==> config.mk <==
export PLATFORM = sky130hd
export DESIGN_NAME = triangle_scanline_span_gen
export DESIGN_NICKNAME = d
export VERILOG_FILES = /design/src/rtl/core/tsg_pkg.sv /design/src/rtl/core/tsg_div.sv /design/src/rtl/core/tsg_datapath.sv /design/src/rtl/core/tsg_ctrl.sv /design/src/rtl/core/triangle_scanline_span_gen.sv
export VERILOG_INCLUDE_DIRS = /design/src /design/src/rtl/core
export SDC_FILE = /design/constraint.sdc
export NUM_CORES = 1
export LEC_CHECK = 0
export ABC_CLOCK_PERIOD_IN_PS = 10400
export BUFFER_PORTS_ARGS = -buffer_cell sky130_fd_sc_hd__buf_2
export CAP_MARGIN = 15
export CORE_MARGIN = 4
export CORE_UTILIZATION = 45
export CTS_CLUSTER_DIAMETER = 80
export DETAILED_ROUTE_END_ITERATION = 8
export PLACE_DENSITY = 0.67
export SLEW_MARGIN = 20
export SYNTH_ARGS = -nofsm -noshare
export SYNTH_HDL_FRONTEND = slang
export SYNTH_SLANG_ARGS = --single-unit
==> constraint.sdc <==
create_clock -name clk_i -period 10.4 [get_ports clk_i]
set_clock_uncertainty 0.2 [all_clocks]
set_input_delay 1.04 -clock clk_i [delete_from_list [all_inputs] [get_ports clk_i]]
set_output_delay 1.04 -clock clk_i [all_outputs]
set_load 0.03 [all_outputs]
==> src/rtl/core/triangle_scanline_span_gen_defines.svh <==
// Assertion macros for the triangle span generator.
// Used by the top level; expects clk_i and rst_ni in scope.
`ifndef TRIANGLE_SCANLINE_SPAN_GEN_DEFINES_SVH
`define TRIANGLE_SCANLINE_SPAN_GEN_DEFINES_SVH

// Same-cycle implication, disabled while reset is asserted.
`define TSG_ASSERT_NOW(label, pre, post, msg) \
  label: assert property (@(posedge clk_i) disable iff (!rst_ni) (pre) |-> (post)) \
    else $error(msg);

// Next-cycle implication, disabled while reset is asserted.
`define TSG_ASSERT_NEXT(label, pre, post, msg) \
  label: assert property (@(posedge clk_i) disable iff (!rst_ni) (pre) |=> (post)) \
    else $error(msg);

`endif

==> src/rtl/core/tsg_pkg.sv <==
// Shared types for the triangle span generator.
// Beat structs, controller/datapath command and status, divider select codes.
`timescale 1ns / 1ps

package tsg_pkg;

  localparam int unsigned CoordW = 6;
  localparam int unsigned ColorW = 24;

  typedef struct packed {
    logic [CoordW-1:0] ax;
    logic [CoordW-1:0] ay;
    logic [CoordW-1:0] bx;
    logic [CoordW-1:0] by_coord;
    logic [CoordW-1:0] cx;
    logic [CoordW-1:0] cy;
    logic [ColorW-1:0] fill_color;
  } tri_in_t;

  typedef struct packed {
    logic [CoordW-1:0] row;
    logic [CoordW-1:0] span_start;
    logic [CoordW-1:0] span_end;
    logic [ColorW-1:0] span_color;
    logic              last_span;
  } span_out_t;

  // Which edge the shared divider works on.
  typedef enum logic [1:0] {
    DIV_LONG,
    DIV_LOW,
    DIV_UP
  } div_sel_e;

  typedef struct packed {
    logic     load;
    logic     div_start;
    div_sel_e div_sel;
    logic     row_step;
  } dp_cmd_t;

  typedef struct packed {
    logic flat;
    logic div_done;
    logic last_row;
  } dp_status_t;

endpackage

==> src/rtl/core/tsg_div.sv <==
// Restoring unsigned divider, one quotient bit per cycle.
// Depends on tsg_pkg for the coordinate width.
`timescale 1ns / 1ps

module tsg_div
  import tsg_pkg::*;
(
  input  logic              clk_i,
  input  logic              rst_ni,
  input  logic              start_i,
  input  logic [CoordW-1:0] dividend_i,
  input  logic [CoordW-1:0] divisor_i,
  output logic              done_o,
  output logic [CoordW-1:0] quot_o,
  output logic [CoordW-1:0] rem_o
);

  localparam int unsigned CntW = $clog2(CoordW + 1);

  logic [CntW-1:0]   cnt_q, cnt_d;
  logic              done_q, done_d;
  logic [CoordW-1:0] quot_q, quot_d;
  logic [CoordW-1:0] rem_q, rem_d;
  logic [CoordW-1:0] den_q, den_d;
  logic [CoordW:0]   rem_sh;
  logic              ge;

  assign rem_sh = {rem_q, quot_q[CoordW-1]};
  assign ge     = rem_sh >= {1'b0, den_q};

  always_comb begin
    cnt_d  = cnt_q;
    done_d = 1'b0;
    quot_d = quot_q;
    rem_d  = rem_q;
    den_d  = den_q;
    if (start_i) begin
      cnt_d  = CntW'(CoordW);
      quot_d = dividend_i;
      rem_d  = '0;
      den_d  = divisor_i;
    end else if (cnt_q != '0) begin
      cnt_d  = cnt_q - CntW'(1);
      quot_d = {quot_q[CoordW-2:0], ge};
      rem_d  = ge ? CoordW'(rem_sh - {1'b0, den_q}) : rem_sh[CoordW-1:0];
      done_d = (cnt_q == CntW'(1));
    end
  end

  always_ff @(posedge clk_i or negedge rst_ni) begin
    if (!rst_ni) begin
      cnt_q  <= '0;
      done_q <= 1'b0;
    end else begin
      cnt_q  <= cnt_d;
      done_q <= done_d;
    end
  end

  always_ff @(posedge clk_i) begin
    quot_q <= quot_d;
    rem_q  <= rem_d;
    den_q  <= den_d;
  end

  assign done_o = done_q;
  assign quot_o = quot_q;
  assign rem_o  = rem_q;

endmodule

==> src/rtl/core/tsg_datapath.sv <==
// Datapath: vertex sort, edge step setup through the divider, per-row edge
// accumulators and the registered span output. Depends on tsg_pkg, tsg_div.
`timescale 1ns / 1ps

module tsg_datapath
  import tsg_pkg::*;
(
  input  logic       clk_i,
  input  logic       rst_ni,
  input  tri_in_t    tri_i,
  input  dp_cmd_t    cmd_i,
  output dp_status_t status_o,
  output logic       span_valid_o,
  output span_out_t  span_o
);

  typedef struct packed {
    logic [CoordW-1:0] x;
    logic [CoordW-1:0] y;
  } vtx_t;

  // Quotient and remainder of delta * i / den, kept incrementally.
  typedef struct packed {
    logic [CoordW-1:0] q;
    logic [CoordW-1:0] r;
  } acc_t;

  function automatic logic [CoordW-1:0] edge_x(logic [CoordW-1:0] base, logic neg,
                                              logic [CoordW-1:0] q);
    logic [CoordW:0] s;
    s = neg ? ({1'b0, base} - {1'b0, q}) : ({1'b0, base} + {1'b0, q});
    return s[CoordW-1:0];
  endfunction

  function automatic acc_t acc_step(acc_t a, acc_t stp, logic [CoordW-1:0] den);
    logic [CoordW:0] rs;
    acc_t            n;
    rs = {1'b0, a.r} + {1'b0, stp.r};
    if (rs >= {1'b0, den}) begin
      n.r = CoordW'(rs - {1'b0, den});
      n.q = a.q + stp.q + CoordW'(1);
    end else begin
      n.r = rs[CoordW-1:0];
      n.q = a.q + stp.q;
    end
    return n;
  endfunction

  // Three compare-and-swap stages, swapping only on strictly greater y.
  vtx_t s0, s1, s2;
  always_comb begin
    vtx_t a, b, c, t;
    a = '{x: tri_i.ax, y: tri_i.ay};
    b = '{x: tri_i.bx, y: tri_i.by_coord};
    c = '{x: tri_i.cx, y: tri_i.cy};
    t = a;
    if (a.y > b.y) begin
      t = a; a = b; b = t;
    end
    if (a.y > c.y) begin
      t = a; a = c; c = t;
    end
    if (b.y > c.y) begin
      t = b; b = c; c = t;
    end
    s0 = a;
    s1 = b;
    s2 = c;
  end

  logic flat_in;
  assign flat_in = ((tri_i.ay == tri_i.by_coord) && (tri_i.by_coord == tri_i.cy)) ||
                   ((tri_i.ax == tri_i.bx) && (tri_i.bx == tri_i.cx));

  vtx_t              v0_q, v1_q, v2_q;
  logic [ColorW-1:0] color_q;
  logic              flat_q;
  logic [CoordW-1:0] i_q;
  acc_t              acc_long_q, acc_low_q, acc_up_q;
  acc_t              stp_long_q, stp_low_q, stp_up_q;
  logic              valid_q;
  span_out_t         span_q;

  logic [CoordW-1:0] h, h_low, h_up;
  logic              neg_long, neg_low, neg_up;
  logic [CoordW-1:0] abs_long, abs_low, abs_up;

  assign h     = v2_q.y - v0_q.y;
  assign h_low = v1_q.y - v0_q.y;
  assign h_up  = v2_q.y - v1_q.y;

  assign neg_long = v2_q.x < v0_q.x;
  assign neg_low  = v1_q.x < v0_q.x;
  assign neg_up   = v2_q.x < v1_q.x;
  assign abs_long = neg_long ? (v0_q.x - v2_q.x) : (v2_q.x - v0_q.x);
  assign abs_low  = neg_low ? (v0_q.x - v1_q.x) : (v1_q.x - v0_q.x);
  assign abs_up   = neg_up ? (v1_q.x - v2_q.x) : (v2_q.x - v1_q.x);

  logic [CoordW-1:0] div_num, div_den, div_quot, div_rem;
  logic              div_done;

  always_comb begin
    case (cmd_i.div_sel)
      DIV_LONG: begin
        div_num = abs_long;
        div_den = h;
      end
      DIV_LOW: begin
        div_num = abs_low;
        div_den = h_low;
      end
      DIV_UP: begin
        div_num = abs_up;
        div_den = h_up;
      end
      default: begin
        div_num = '0;
        div_den = '0;
      end
    endcase
  end

  tsg_div u_div (
    .clk_i      (clk_i),
    .rst_ni     (rst_ni),
    .start_i    (cmd_i.div_start),
    .dividend_i (div_num),
    .divisor_i  (div_den),
    .done_o     (div_done),
    .quot_o     (div_quot),
    .rem_o      (div_rem)
  );

  // Row selection and span ends.
  logic              upper;
  logic [CoordW-1:0] xa, xb;
  span_out_t         span_d;

  assign upper = (i_q > h_low) || (h_low == '0);
  assign xa    = edge_x(v0_q.x, neg_long, acc_long_q.q);
  assign xb    = upper ? edge_x(v1_q.x, neg_up, acc_up_q.q)
                       : edge_x(v0_q.x, neg_low, acc_low_q.q);

  always_comb begin
    span_d.row        = v0_q.y + i_q;
    span_d.span_start = (xa > xb) ? xb : xa;
    span_d.span_end   = (xa > xb) ? xa : xb;
    span_d.span_color = color_q;
    span_d.last_span  = (i_q == h);
  end

  always_ff @(posedge clk_i or negedge rst_ni) begin
    if (!rst_ni) begin
      valid_q <= 1'b0;
    end else begin
      valid_q <= cmd_i.row_step;
    end
  end

  always_ff @(posedge clk_i) begin
    if (cmd_i.load) begin
      v0_q       <= s0;
      v1_q       <= s1;
      v2_q       <= s2;
      color_q    <= tri_i.fill_color;
      flat_q     <= flat_in;
      i_q        <= '0;
      acc_long_q <= '0;
      acc_low_q  <= '0;
      acc_up_q   <= '0;
    end
    if (div_done) begin
      case (cmd_i.div_sel)
        DIV_LONG: stp_long_q <= '{q: div_quot, r: div_rem};
        DIV_LOW:  stp_low_q  <= '{q: div_quot, r: div_rem};
        DIV_UP:   stp_up_q   <= '{q: div_quot, r: div_rem};
        default:  ;
      endcase
    end
    if (cmd_i.row_step) begin
      i_q        <= i_q + CoordW'(1);
      acc_long_q <= acc_step(acc_long_q, stp_long_q, h);
      acc_low_q  <= acc_step(acc_low_q, stp_low_q, h_low);
      // upper edge starts moving once the middle vertex row is reached
      if (i_q >= h_low) begin
        acc_up_q <= acc_step(acc_up_q, stp_up_q, h_up);
      end
      span_q <= span_d;
    end
  end

  assign status_o.flat     = flat_q;
  assign status_o.div_done = div_done;
  assign status_o.last_row = (i_q == h);
  assign span_valid_o      = valid_q;
  assign span_o            = span_q;

endmodule

==> src/rtl/core/tsg_ctrl.sv <==
// Controller FSM: accept, flat check, long/low/up edge divisions, row loop.
// Depends on tsg_pkg for command and status types.
`timescale 1ns / 1ps

module tsg_ctrl
  import tsg_pkg::*;
(
  input  logic       clk_i,
  input  logic       rst_ni,
  input  logic       start,
  output logic       busy,
  output dp_cmd_t    cmd_o,
  input  dp_status_t status_i
);

  typedef enum logic [2:0] {
    ST_IDLE,
    ST_CHECK,
    ST_DIV_ISSUE,
    ST_DIV_WAIT,
    ST_ROWS
  } state_e;

  state_e   state_q;
  div_sel_e sel_q;

  always_ff @(posedge clk_i or negedge rst_ni) begin
    if (!rst_ni) begin
      state_q <= ST_IDLE;
      sel_q   <= DIV_LONG;
    end else begin
      case (state_q)
        ST_IDLE: begin
          if (start) begin
            state_q <= ST_CHECK;
          end
        end
        ST_CHECK: begin
          sel_q   <= DIV_LONG;
          state_q <= status_i.flat ? ST_IDLE : ST_DIV_ISSUE;
        end
        ST_DIV_ISSUE: begin
          state_q <= ST_DIV_WAIT;
        end
        ST_DIV_WAIT: begin
          if (status_i.div_done) begin
            case (sel_q)
              DIV_LONG: begin
                sel_q   <= DIV_LOW;
                state_q <= ST_DIV_ISSUE;
              end
              DIV_LOW: begin
                sel_q   <= DIV_UP;
                state_q <= ST_DIV_ISSUE;
              end
              DIV_UP:  state_q <= ST_ROWS;
              default: state_q <= ST_IDLE;
            endcase
          end
        end
        ST_ROWS: begin
          if (status_i.last_row) begin
            state_q <= ST_IDLE;
          end
        end
        default: state_q <= ST_IDLE;
      endcase
    end
  end

  assign busy            = (state_q != ST_IDLE);
  assign cmd_o.load      = start && (state_q == ST_IDLE);
  assign cmd_o.div_start = (state_q == ST_DIV_ISSUE);
  assign cmd_o.div_sel   = sel_q;
  assign cmd_o.row_step  = (state_q == ST_ROWS);

endmodule

==> src/rtl/core/triangle_scanline_span_gen.sv <==
// Top level of the triangle span generator.
// Depends on tsg_pkg, tsg_ctrl, tsg_datapath and the assertion header.
`timescale 1ns / 1ps
`include "triangle_scanline_span_gen_defines.svh"

// Scanline span generator. A triangle beat is taken on a clock edge where
// start is high and busy is low. For each row from the lowest to the highest
// vertex the block emits one span beat, flagged by span_valid_o for exactly
// one cycle; the receiver cannot stall, so it must take every beat as it
// comes. Span ends are ordered (start <= end) and the final span of the
// triangle carries last_span. A triangle with all y equal or all x equal
// produces no beats at all.
//
// Sequence: after the accept edge, a check state tests for a flat triangle, then
// the shared restoring divider computes the per-row step (quotient and
// remainder) of the long, lower and upper edges in three runs (an issue
// state, six quotient bits, then the result handed over). The row loop
// then emits one span per cycle for the h + 1 rows, where h is the vertex y
// span. The last span beat sits on the ports in the first cycle with busy
// low. A flat triangle holds busy for a single cycle.
//
// Edge x positions use the exact truncating quotient of dx * i / h, kept as a
// running quotient and remainder so each row needs only an add and one
// compare-subtract per edge.
module triangle_scanline_span_gen
  import tsg_pkg::*;
(
  input  logic      clk_i,
  input  logic      rst_ni,
  input  logic      start,
  output logic      busy,
  input  tri_in_t   tri_i,
  output logic      span_valid_o,
  output span_out_t span_o
);

  dp_cmd_t    cmd;
  dp_status_t status;

  tsg_ctrl u_ctrl (
    .clk_i    (clk_i),
    .rst_ni   (rst_ni),
    .start    (start),
    .busy     (busy),
    .cmd_o    (cmd),
    .status_i (status)
  );

  tsg_datapath u_dp (
    .clk_i        (clk_i),
    .rst_ni       (rst_ni),
    .tri_i        (tri_i),
    .cmd_i        (cmd),
    .status_o     (status),
    .span_valid_o (span_valid_o),
    .span_o       (span_o)
  );

  // Span ends come out ordered.
  `TSG_ASSERT_NOW(a_span_ordered, span_valid_o,
                  span_o.span_start <= span_o.span_end, "span ends out of order")

  // Nothing follows the last span of a triangle on the next cycle.
  `TSG_ASSERT_NEXT(a_last_ends, span_valid_o && span_o.last_span, !span_valid_o,
                   "beat after last span")

  // Spans within a triangle are back to back on consecutive rows.
  `TSG_ASSERT_NEXT(a_rows_step, span_valid_o && !span_o.last_span,
                   span_valid_o && (span_o.row == $past(span_o.row) + 6'd1),
                   "span rows not consecutive")

  // An accepted triangle makes the block busy.
  `TSG_ASSERT_NEXT(a_accept_busy, start && !busy, busy, "busy not raised after accept")

endmodule

; Word level (Yosys, flattened, before mapping)
; Index checks and enable logic that the tools add are counted.
[word_totals]
n_memories = 0
input_bits = 63
romBits = 0
mem_bits_rw = 0
ff_bits = 210
latchBits = 0
out_inout_bits = 45
[classes]
div = 0
n_mux = 44
add_sub_neg = 31
order_cmp = 13
mul = 0
shifts = 0
reduce_logical = 19
bitwise_logic = 0
n_eq_ne = 16
[ops]
columns = cell, count
row1 = 12-bit two-way mux, 15
row2 = 6-bit subtractor, 16
row3 = 6-bit two-way mux, 14
row4 = 6-bit adder, 7
row5 = 6-bit case mux with 3 select lines, 2
row6 = 6-bit equality test, 5
row7 = 6-bit > comparator, 5
row8 = 7-bit by 6-bit greater-or-equal comparator with 1-bit output, 4
row9 = "6-bit by 1-bit adder with 6-bit output, second input constant", 4
row10 = 6-bit by 6-bit adder with 7-bit output, 3
row11 = 6-bit less-than comparator, 3
row12 = 3-bit two-way mux, 5
row13 = 3-bit case mux with 5 select lines, 1
row14 = 2-bit case mux with 2 select lines, 2
row15 = "3-bit by 1-bit equality test with 1-bit output, second input constant", 2
row16 = "3-bit by 2-bit equality test with 1-bit output, second input constant", 2
row17 = 6-bit greater-or-equal comparator, 1
row18 = 6-bit logical NOT, 1
row19 = 3-bit case mux with 2 select lines, 1
row20 = 2-bit AND reduction, 3
row21 = 3-bit AND reduction, 2
row22 = 2-bit nonzero test, 3
row23 = 3-bit nonzero test, 2
row24 = 2-bit two-way mux, 2
row25 = 13 further kinds, 18

; Logic depth before layout (Yosys ltp)
[logic_depth]
ltp_word = 6
depth_mapped = 24

; Cells and area by module
; Synthesis repeated with hierarchy kept, for this count alone.
[unflattened]
cells_unflattened = 1390
hier_area_um2 = 14536.4
[modules_own_cells]
columns = mod, area_per_inst_um2, n_inst, seq_area_each_um2, cells_each
row1 = tsg_datapath, 13031.2, 1, 5370.2, 1248
row2 = tsg_div, 1239.9, 1, 580.6, 113
row3 = tsg_ctrl, 265.3, 1, 125.1, 29

; Worst setup path after synthesis
; Ideal clock, no wire load.
[synth_path]
kind = input -> register
from = input tri_i[37] (netlist bit)
to = register u_dp.v2_q[10] (netlist bit) (data pin)
arrival_ps = 5284
setup_slack_ps = 4658
path_buffers = 2
cell_stages = 22
setup_time_ps = 258
cell_sequence = inv_1 > ha_1 > nor2b_1 > o21a_1 > o21bai_1 > a21oi_2 > mux2_2 > ha_1 > nor2b_1 > o21a_1 > o21bai_1 > a21oi_1 > clkbuf_1 > a21oi_1 > ha_1 > nor2b_1 > o21a_1 > o21bai_1 > a21oi_1 > clkbuf_1 > mux2i_1 > o221a_2
[synth_rtl]
columns = element, line
row1 = "start, declared", triangle_scanline_span_gen.sv:32  ; input tri_in_t tri_i,
row2 = "end signal, assigned", tsg_datapath.sv:164  ; v2_q <= s2;
row3 = "end, declared", tsg_datapath.sv:75  ; vtx_t v0_q, v1_q, v2_q;

==> results.cfg <==
[cells_and_area]
drive_gt1_share_pct = 13.67
layout_common_cells = edfxtp_1, ha_1, inv_1, buf_2, a21oi_1
area_growth_pct = 12.41
final_common_cell = edfxtp_1
fin_cells = 1887
diodes = 0
nets = 1718

[synthesis]
synth_edf_count = 182
synth_compound_area_share_pct = 13.31
synth_cells = 1359
syn_area_sq_mm = 0.01448
muxShareOfSynthArea_pct = 5.472
synthSimpleGateAreaFrac_pct = 9.837
synth.avg_cell_area_sq_um = 10.65
postSynth.asyncResetShare_pct = 4.762
yosysSeqAreaShare_pct = 41.97
syn-num-nets = 1610
synth-xor-area-share_pct = 7.537
synth_fa_ha_area_share_pct = 17.44
netlist-cell-type-count = 66
synth_warnings = 0
synth_top_family_by_area = adder cells
synth-seq-cells = 210
ys.flop_type = edfxtp_1

[worst_setup_path]
r2r_slack_ps = 4950
crit_start = tri_i[37]
critPathLaunchType = primary input
r2r_start = u_dp.v0_q[7]$_DFFE_PP_
cp.arrival_ps = 6010
required_ps = 10460
crit_type = in -> reg
endpoint_kind = flip-flop
crit_fanout = 32
r2r_cells = 20
rr_endpoint = u_dp.span_o[31]$_DFFE_PP_

[timing]
drv_slew = 0
finalHoldViolations = 0
clock.fmax_mhz = 168.1
finalSetupViolCount = 0
relSlewSlack_pct = 36.85
worstMarginPinSlew_ps = 947.3
min_period_ps = 5950
rsz0062_at_grt = false
fin_setup_tns_ps = 0
fin_crit_sh_pct = 57.21

[hold_path]
holdCritPathClass = in -> async

[clock_tree]
cts_resized = 0
cts_sinks = 210
cts_setup_buffers = 0
path_clk_slew_ps = 70
htreeDepth = 1
insertion_delay_ps = 530
cts.path.max_buffers = 3
cts_tree = done
cts_made_buffers = 24
hold_buffers = 0
cts_root_buf = clkbuf_16

[place]
place_hpwl_mm = 25.00
dp.cells = 1843
portBuffers = 107
finalWeightedCongestion = 0.8745

[floorplanning]
start_util_pct = 45.75
design.die.area_sq_mm = 0.03510
coreArea_sq_mm = 0.03164
die_y_microns = 187.4
io_pins = 108
die_x_microns = 187.4
num_rows = 65

[global_route]
grt_max_degree = 62
antenna_found_initial = 0
grt_util_met3_pct = 2.501
grt_util_met1_pct = 24.18
grt_use_met2_pct = 30.54
busiest_layer = met2
grt_pass1_vias = 10250
overflow = 0
grt_first_pass_wirelength_mm = 52.11
grtUsageTotal_pct = 17.91

[detailed_routing]
remaining_drc_errors = 0
final_antenna_net_count = 0
via_per_inst = 5.467
wire_per_inst_microns = 16.97
vias = 10320
routed_wl_mm = 32.02
drtPass1Iterations = 7
drtIter0Drc = 597

[power_and_ir_drop]
peakVddDrop_mv = 0.1258
p_per_area_mw_per_mm2 = 197.4
p_leak_nw = 6.917

[flow_run]
drv_cap = 0

[status]
outcome = completed
## routing by layer
metal / routed length, microns / part of all wire, %
met4: 682 / 2.1
met3: 1537 / 4.8
met2: 15200 / 47
met1: 14600 / 46
met5: 0 / 0
## power breakdown
group,switching [W],total (W),internal (W),leakage (nW)
combinational,0.000658,0.00120,0.000539,4.62
clock,0.000353,0.000858,0.000505,0.391
sequential,0.0000949,0.00116,0.00106,1.90
total,0.00111,0.00321,0.00211,6.92
## critical path, stage by stage
cell	delay [ps]
buf_2	100
inv_1	50
ha_1	290
nor2b_1	130
o21a_1	110
o21bai_1	70
a21oi_2	110
buf_4	330
mux2_2	410
ha_1	290
nor2b_1	130
o21a_1	110
o21bai_1	70
a21oi_2	430
buf_4	370
nor2_1	60
a21oi_1	220
ha_1	290
a21o_1	180
a21oi_1	190
a21oi_2	70
buf_4	230
nor2b_1	180
mux2i_1	190
o221a_2	330
## worst max-delay path by stage
stage	end	slack [ps]
finish	u_dp.v2_q[6]$_DFFE_PP_	4450
global route	u_dp.v2_q[6]$_DFFE_PP_	4020
CTS	u_dp.v2_q[6]$_DFFE_PP_	4470
detailed placement	u_dp.v2_q[6]$_DFFE_PP_	3940
global placement	u_dp.v2_q[10]$_DFFE_PP_	4080
floorplan	u_dp.v2_q[10]$_DFFE_PP_	4660
## area by class of cell
class | instances | area, sq um
clock buffer | 31 | 658.1
clock inverter | 13 | 156.4
sequential | 210 | 6076
tap | 402 | 503.0
multi-input combinational | 982 | 7776
inverter | 133 | 499.2
fill | 2829 | 15360
timing repair buffer | 116 | 603.1
## cell usage after synthesis, types with 22 or more instances
cell	instances	area (sq um)
o21ai_0	62	310.3
ha_1	165	2064
nor2_1	93	349.1
mux2i_1	54	540.5
xnor2_1	75	656.9
nand2_1	51	191.4
a21oi_1	108	540.5
fa_1	23	460.4
a21o_1	31	232.7
edfxtp_1	182	5465
inv_1	133	499.2
nand3_1	39	195.2
clkbuf_1	22	82.58
xor2_1	47	411.6
nor2b_1	22	137.6
## registers in the layout, indices dropped and copies added (netlist names), 6 cells and up
| register | flops |
|---|---|
| u_dp.acc_long_q | 12 |
| u_dp.acc_low_q | 12 |
| u_dp.acc_up_q | 12 |
| u_dp.color_q | 24 |
| u_dp.i_q | 6 |
| u_dp.span_o | 43 |
| u_dp.stp_long_q | 12 |
| u_dp.stp_low_q | 12 |
| u_dp.stp_up_q | 12 |
| u_dp.u_div.den_q | 6 |
| u_dp.u_div.quot_o | 6 |
| u_dp.u_div.rem_o | 6 |
| u_dp.v0_q | 12 |
| u_dp.v1_q | 12 |
| u_dp.v2_q | 12 |
## stage by stage
step                hold slack (ps)  area, sq um  total power, W  setup slack (ps)  utilization [%]
global placement              200.1        15460        0.002328              4080            48.86
detailed placement            204.5        15460        0.002357              3938            48.86
global route                  180.2        16270        0.003434              4024            51.43
floorplan                     200.3        14480        0.002091              4658                -
finish                        182.0        16270        0.003213              4450            51.43
CTS                           165.3        16270        0.003228              4475            51.43
## logic make-up (layout without fill, tap and decap cells)
group | after synthesis | count (layout)
xor gates and xnor gates | 123 | 123
DFF | 210 | 210
and+or+nand+nor | 291 | 291
buffers and inverters | 167 | 293
adders and majority gates | 188 | 188
muxes | 76 | 76
AOI/OAI and AO/OA | 304 | 304
No activity file was read; power rests on OpenSTA's default activity.
